`config.mk`:
```
export PLATFORM = sky130hd
export DESIGN_NAME = audio_rms_level_meter
export DESIGN_NICKNAME = d
export VERILOG_FILES = /design/src/hdl/arlm_pkg.sv /design/src/hdl/arlm_divsqrt.sv /design/src/hdl/audio_rms_level_meter.sv
export SDC_FILE = /design/constraint.sdc
export NUM_CORES = 2
export LEC_CHECK = 0
export ABC_AREA = 1
export BUFFER_PORTS_ARGS = -buffer_cell sky130_fd_sc_hd__buf_2
export CORE_MARGIN = 2
export CORE_UTILIZATION = 54
export DETAILED_ROUTE_END_ITERATION = 8
export GPL_ROUTABILITY_DRIVEN = 0
export HOLD_SLACK_MARGIN = 0.1
export PLACE_DENSITY = 0.77
export SYNTH_ARGS = -nofsm -noshare
export SYNTH_HDL_FRONTEND = slang
export SYNTH_SLANG_ARGS = --single-unit
```
`constraint.sdc`:
```
create_clock -name clk -period 30.4 [get_ports clk]
set_input_delay 1.52 -clock clk [delete_from_list [all_inputs] [get_ports clk]]
set_output_delay 1.52 -clock clk [all_outputs]
set_load 0.02 [all_outputs]
```
`src/hdl/arlm_pkg.sv`:
```
`timescale 1ns / 1ps
package arlm_pkg;
  localparam int SampleW = 32;
  localparam int LevelW = 17;
  localparam int SumW = 48;
  localparam int CountW = 13;
  localparam int MagW = 18;
  localparam int SqW = 36;
  localparam logic [CountW-1:0] CountHwMax = 13'd8191;
  localparam int MaxChunkDefault = 4096;
  localparam logic [16:0] GainQ16 = 17'd104858;
  localparam logic [LevelW-1:0] FullScale = 17'd65536;
  localparam logic [1:0] FmtInt16 = 2'd0;
  localparam logic [1:0] FmtFloat = 2'd1;

  // Sample magnitude in Q3.15, rounded, saturated; valid=0 for unsupported format
  function automatic logic [MagW:0] sample_mag(input logic [1:0] fmt,
                                               input logic [31:0] w);
    logic [7:0] ex;
    logic [23:0] man;
    logic [17:0] cap;
    logic [4:0] sh;
    logic [25:0] rnd;
    logic [17:0] mag;
    ex = w[30:23];
    man = {1'b1, w[22:0]};
    cap = w[31] ? 18'd131072 : 18'd131071;
    sh = '0;
    rnd = '0;
    mag = '0;
    if (fmt == FmtInt16) begin
      mag = w[15] ? (18'h10000 - {2'b0, w[15:0]}) : {2'b0, w[15:0]};
      sample_mag = {1'b1, mag};
    end else if (fmt == FmtFloat) begin
      if (ex == 8'd255) mag = (w[22:0] != '0) ? '0 : cap;
      else if (ex >= 8'd129) mag = cap;
      else if (ex == 8'd0 || ex < 8'd110) mag = '0;
      else begin
        sh = 5'(8'd135 - ex);
        rnd = ({2'b0, man} + (26'd1 << (sh - 5'd1))) >> sh;
        mag = (rnd > {8'b0, cap}) ? cap : rnd[17:0];
      end
      sample_mag = {1'b1, mag};
    end else begin
      sample_mag = '0;
    end
  endfunction
endpackage

```
`src/hdl/arlm_divsqrt.sv`:
```
`timescale 1ns / 1ps
// Shared one-bit-per-cycle unit: restoring divide then two integer square roots, then gain scaling
module arlm_divsqrt (
  input  logic                            clk,
  input  logic                            rst,
  input  logic                            start,
  input  logic [arlm_pkg::SumW-1:0]       sum,
  input  logic [arlm_pkg::CountW-1:0]     count,
  output logic                            done,
  output logic [arlm_pkg::LevelW-1:0]     level
);
  typedef enum logic [2:0] {S_IDLE, S_DIV, S_SQ1, S_SQ2, S_MUL, S_DONE} state_t;
  state_t state;
  logic [5:0] step;
  logic [49:0] x;        // dividend / radicand shift register
  logic [33:0] rem;      // partial remainder
  logic [33:0] res;      // quotient or root
  logic [12:0] dvs;
  logic [35:0] trial;
  logic [33:0] prod;
  logic        div_ge;

  always_comb begin
    trial = {rem[33:0], x[49:48]} - {res[33:0], 2'b01};
    div_ge = ({rem[12:0], x[47]} >= {1'b0, dvs});
  end

  always_ff @(posedge clk) begin
    if (rst) begin
      state <= S_IDLE;
      done <= 1'b0;
    end else begin
      done <= 1'b0;
      case (state)
        S_IDLE: if (start) begin
          x <= {2'b0, sum};
          dvs <= count;
          rem <= '0;
          res <= '0;
          step <= 6'd47;
          state <= S_DIV;
        end
        // quotient bit per cycle
        S_DIV: begin
          if (div_ge) begin
            rem <= {20'b0, {rem[12:0], x[47]} - {1'b0, dvs}};
            res <= {res[32:0], 1'b1};
          end else begin
            rem <= {20'b0, rem[12:0], x[47]};
            res <= {res[32:0], 1'b0};
          end
          x <= {x[48:0], 1'b0};
          if (step == 0) state <= S_SQ1;
          else step <= step - 6'd1;
        end
        default: ;
      endcase
      // setup after divide: radicand = mean*4 (mean <= 2^34, 35 bits with last bit)
      if (state == S_DIV && step == 0) begin
        x <= {13'b0, res[33:0], div_ge, 2'b00};
        rem <= '0;
        res <= '0;
        step <= 6'd24;
      end
      // root digit per cycle over 2-bit groups
      if (state == S_SQ1 || state == S_SQ2) begin
        if (!trial[35]) begin
          rem <= trial[33:0];
          res <= {res[32:0], 1'b1};
        end else begin
          rem <= {rem[31:0], x[49:48]};
          res <= {res[32:0], 1'b0};
        end
        x <= {x[47:0], 2'b00};
        if (step == 0) begin
          state <= (state == S_SQ1) ? S_SQ2 : S_MUL;
        end else step <= step - 6'd1;
      end
      if (state == S_SQ1 && step == 0) begin
        // radicand = rms*65536 (rms <= 2^18, 19 bits with last root bit)
        x <= {15'b0, res[17:0], !trial[35], 16'b0};
        rem <= '0;
        res <= '0;
        step <= 6'd24;
      end
      if (state == S_MUL) begin
        prod <= res;
        state <= S_DONE;
      end
      if (state == S_DONE) begin
        done <= 1'b1;
        state <= S_IDLE;
      end
    end
  end

  logic [51:0] scaled;
  always_comb begin
    scaled = ({18'b0, prod} * {35'b0, arlm_pkg::GainQ16} + 52'd32768) >> 16;
    level = (scaled > {35'b0, arlm_pkg::FullScale}) ? arlm_pkg::FullScale
                                                   : scaled[arlm_pkg::LevelW-1:0];
  end
endmodule

```
`src/hdl/audio_rms_level_meter.sv`:
```
`timescale 1ns / 1ps
// Non-last item: squared and accumulated when accepted, ready again next cycle.
// Last item: after it is accepted, one shared shift/subtract unit runs a
// 48-step divide and two 25-step square roots, then a gain multiply, before
// the result is valid. Input stays stalled until that result is taken.
// Reset (synchronous) clears format, sum, count, last level and output valid.
module audio_rms_level_meter #(
  parameter int MAX_CHUNK = arlm_pkg::MaxChunkDefault
) (
  input  logic        clk,
  input  logic        rst,
  input  logic [31:0] sample,
  input  logic        last,
  input  logic        in_valid,
  output logic        in_stall,
  output logic [16:0] level,
  output logic        changed,
  output logic        out_valid,
  input  logic        out_stall,
  input  logic [1:0]  cfg_data,
  input  logic        cfg_valid,
  output logic        cfg_ready
);
  localparam logic [12:0] Cap = (MAX_CHUNK < 8191) ? 13'(MAX_CHUNK) : arlm_pkg::CountHwMax;
  logic [1:0] fmt;
  logic [47:0] square_sum;
  logic [12:0] sample_count;
  logic [16:0] last_level;
  logic busy, start, done;
  logic [16:0] lv;
  logic [18:0] m;
  logic [35:0] sq;
  logic [48:0] acc;

  assign cfg_ready = 1'b1;
  assign in_stall = busy || out_valid;

  always_comb begin
    m = arlm_pkg::sample_mag(fmt, sample);
    sq = {18'b0, m[17:0]} * {18'b0, m[17:0]};
    acc = {1'b0, square_sum} + {13'b0, sq};
  end

  arlm_divsqrt u_ds (.clk, .rst, .start, .sum(square_sum), .count(sample_count),
                     .done, .level(lv));

  always_ff @(posedge clk) begin
    if (rst) begin
      fmt <= '0; square_sum <= '0; sample_count <= '0; last_level <= '0;
      busy <= 1'b0; start <= 1'b0; out_valid <= 1'b0;
    end else begin
      start <= 1'b0;
      if (cfg_valid) fmt <= cfg_data;
      if (out_valid && !out_stall) out_valid <= 1'b0;
      // accumulate
      if (in_valid && !in_stall) begin
        if (m[18] && sample_count < Cap) begin
          square_sum <= acc[48] ? '1 : acc[47:0];
          sample_count <= sample_count + 13'd1;
        end
        if (last) begin
          busy <= 1'b1;
          start <= 1'b1;
        end
      end
      // result
      if (done) begin
        busy <= 1'b0;
        out_valid <= 1'b1;
        level <= (sample_count == '0) ? '0 : lv;
        changed <= ((sample_count == '0) ? 17'd0 : lv) != last_level;
        last_level <= (sample_count == '0) ? '0 : lv;
        square_sum <= '0;
        sample_count <= '0;
      end
    end
  end
endmodule
```
==> out/metrics.csv <==
stage,metric,value,unit
sta,Clock Skews,26.0,ps
place,Detail Placement HPWL,95.3,mm
grt,first-pass GRT wire length,188,mm
clock_network,postcts setup bufs,0,
clock_network,worst skew pair latency,610,ps
synthesis,top-area cell type share of the netlist area,0.216,
critical_path,Crit path largest cell delay,760,ps
critical_path,CP max-delay cell,inv_1,
sta,Relative slew margins,0.212,
final_layout,Diodes inserted,0,
synthesis,number of enable flip-flop cells after synthesis,189,
clock_network,hold-fix buffers at CTS,0,
min_path,min-delay src,busy,
floorplan,Die Span Y,284,um
synthesis,"count leader, synth",inv_1,
clock_network,H-tree depth,1,
critical_path,Worst EP arrival,16140,ps
critical_path,worst r2r src,fmt[1],
sta,Final Hold Slack,455,ps
route,DRC Markers,0,
synthesis,ys async rst share,0,
critical_path,Startpoint Class,input pin,
floorplan,Row Count,102,
synthesis,sequential area share after synthesis,0.176,
sta,RSZ-0062 raised after global routing,no,
route,Detailed Route WL,115,mm
pwr,leakage,23.4,nW
route,drt wl/cell,16.8,um
final_layout,fillcell total,7053,
critical_path,Critical Path Start,sample[25],
synthesis,Post-Synthesis Cells,5764,
sta,final hold viol count,0,
clock_network,Num Clock Sinks,276,
sta,fin. max-slew vios,0,
final_layout,area of the multi-input gates,29100,sq um
synthesis,syn_nets,6674,
min_path,hold crit path type,register to register,
critical_path,Setup crit end kind,register,
floorplan,CORE AREA,77500,sq um
synthesis,Synth Warn #,0,
clock_network,number of CTS-inserted buffers,31,
synthesis,"Avg Cell Area, Syn",7.33,sq um
pwr,Power Dens Cells,68.6,nW/um^2
route,drt via density,5.47,
sta,fmax,63.7,MHz
synthesis,ranking of synthesized cells by area,"fa_1, edfxtp_1, ha_1, inv_1, nand2_1",
status,status,"finished, final reports clean",
clock_network,CTS tree,done,
synthesis,Seq cells post-synth,276,
grt,GRT Total Usage,0.286,
sta,final period utilization,0.517,
clock_network,register clock-pin slew on the reported worst setup and hold paths,60,ps
critical_path,crit path max fanout,31,
sta,Slew @ Worst Pin,1180,ps
synthesis,Post-synth top cells,"inv_1, nand2_1, fa_1",
synthesis,cell area after synthesis,42200,sq um
grt,initial antenna violation count,1,
route,routed via count,37300,
floorplan,die area,80500,sq um
route,Post-DRT Antenna Nets,0,
clock_network,clk root buf,clkbuf_16,
floorplan,Initial Util,0.545,
sta,TNS Setup,0,ps
pwr,Worst IR Drop VDD,0.223,mV
floorplan,# IOs,61,
final_layout,share of cells above drive strength 1,0.0474,
grt,largest net degree at the start of global routing,73,
final_layout,Final Net Count,6667,
final_layout,P&R area growth vs syn,5.32,%
sta,"Setup violations, final",0,
grt,vias in the first global route,37000,
clock_network,cts repair resizes,0,
synthesis,cell taking the most area after synthesis,fa_1,
route,DR iter-0 viols,3481,
sta,post-route minimum period,15710,ps
place,I/O Buffers,59,
critical_path,Worst path most repeated cell,nand2_1,
synthesis,synth unique cells,67,
grt,remaining global-route overflow,0,
flow_run,max_cap viols,0,
final_layout,register area,7420,sq um
critical_path,"Req. time, crit path",30830,ps
floorplan,die width,284,um
critical_path,critical setup path kind,input pin to register,
route,TritonRoute pass-1 iters,8,
synthesis,"Top FF cell, synth",edfxtp_1,
clock_network,Bufs on Longest Clock Path,3,
## cell usage in the layout (no fill, tap or decap), types with 56 or more instances in the layout
cell type | netlist | layout
a21oi_1 | 248 | 248
buf_2 | 17 | 59
dfxtp_1 | 87 | 87
edfxtp_1 | 189 | 189
fa_1 | 456 | 456
ha_1 | 414 | 414
inv_1 | 1348 | 1347
nand2_1 | 1332 | 1332
nand3_1 | 268 | 268
nand4_1 | 100 | 100
nor2_1 | 420 | 413
nor3_1 | 82 | 79
o21ai_0 | 211 | 211
xnor2_1 | 56 | 56
## power breakdown
group          leakage, nW  total [W]  switching, W  internal (W)
Combinational         20.4    0.00222       0.00136      0.000853
Sequential            2.46   0.000455     0.0000256      0.000429
Clock                0.509   0.000378      0.000168      0.000210
Total                 23.4    0.00305       0.00156       0.00149
## logic make-up after synthesis
logic type / after synthesis / share of synthesized area
simple gates: 2325 / 0.234
buf+inv: 1508 / 0.136
fa+ha+maj: 870 / 0.339
compound gates: 677 / 0.0929
flops: 276 / 0.176
xor+xnor: 106 / 0.0220
other cells: 1 / 0.0000888
mux: 1 / 0.000237
## routing by layer
layer  track usage  vias to the layer above  routed length [um]
met5             0                        -                  18
met4        0.0991                        2                4450
met3        0.0421                      284                9200
met2         0.482                     1521               53700
met1         0.376                    17500               47400
li1              -                    18000                   -
## registers in the layout (all words and copies together) (netlist names)
signal and count:
u_ds.dvs 13, out_valid 1, u_ds.res 34, start 1, level 17, u_ds.x 50, u_ds.done 1, u_ds.prod 34
last_level 17, u_ds.state 3, u_ds.step 6, square_sum 48, busy 1, changed 1, sample_count 13, u_ds.rem 34
fmt 2
## worst paths after layout
check                                       to  cells after the start  slack, ps
worst max-delay path            square_sum[14]                     72      14690
worst min-delay path                      busy                      2        450
worst max register to register  square_sum[14]                     31      20620
worst min register to register            busy                      2        450
## worst max-delay path: cells and delay by family
family	cells	cell delay [ps]
xor+xnor	1	630
buf+inv	16	2580
simple gates	30	3770
fa+ha+maj	10	4310
compound gates	15	3280
## cell type report
class / count / share of cell area
clock inverter: 16 / 0.00332
timing repair buffer: 74 / 0.00917
sequential: 276 / 0.167
inverter: 1394 / 0.118
multi-input combinational: 3980 / 0.654
tap: 1040 / 0.0293
clock buffer: 42 / 0.0193
## per-stage QoR
step,total power [W],setup slack [ps],cell area (sq um),util,instances
finish,0.00305,14690,44500,0.574,6822
global route,0.00339,13600,44500,0.574,6822
CTS,0.00303,15060,44500,0.574,6822
detailed placement,0.00263,14480,43500,0.561,6764
global placement,0.00259,14970,43500,0.561,6764
floorplan,0.00214,17890,42200,-,5764
No activity file was read; power rests on OpenSTA's default activity.
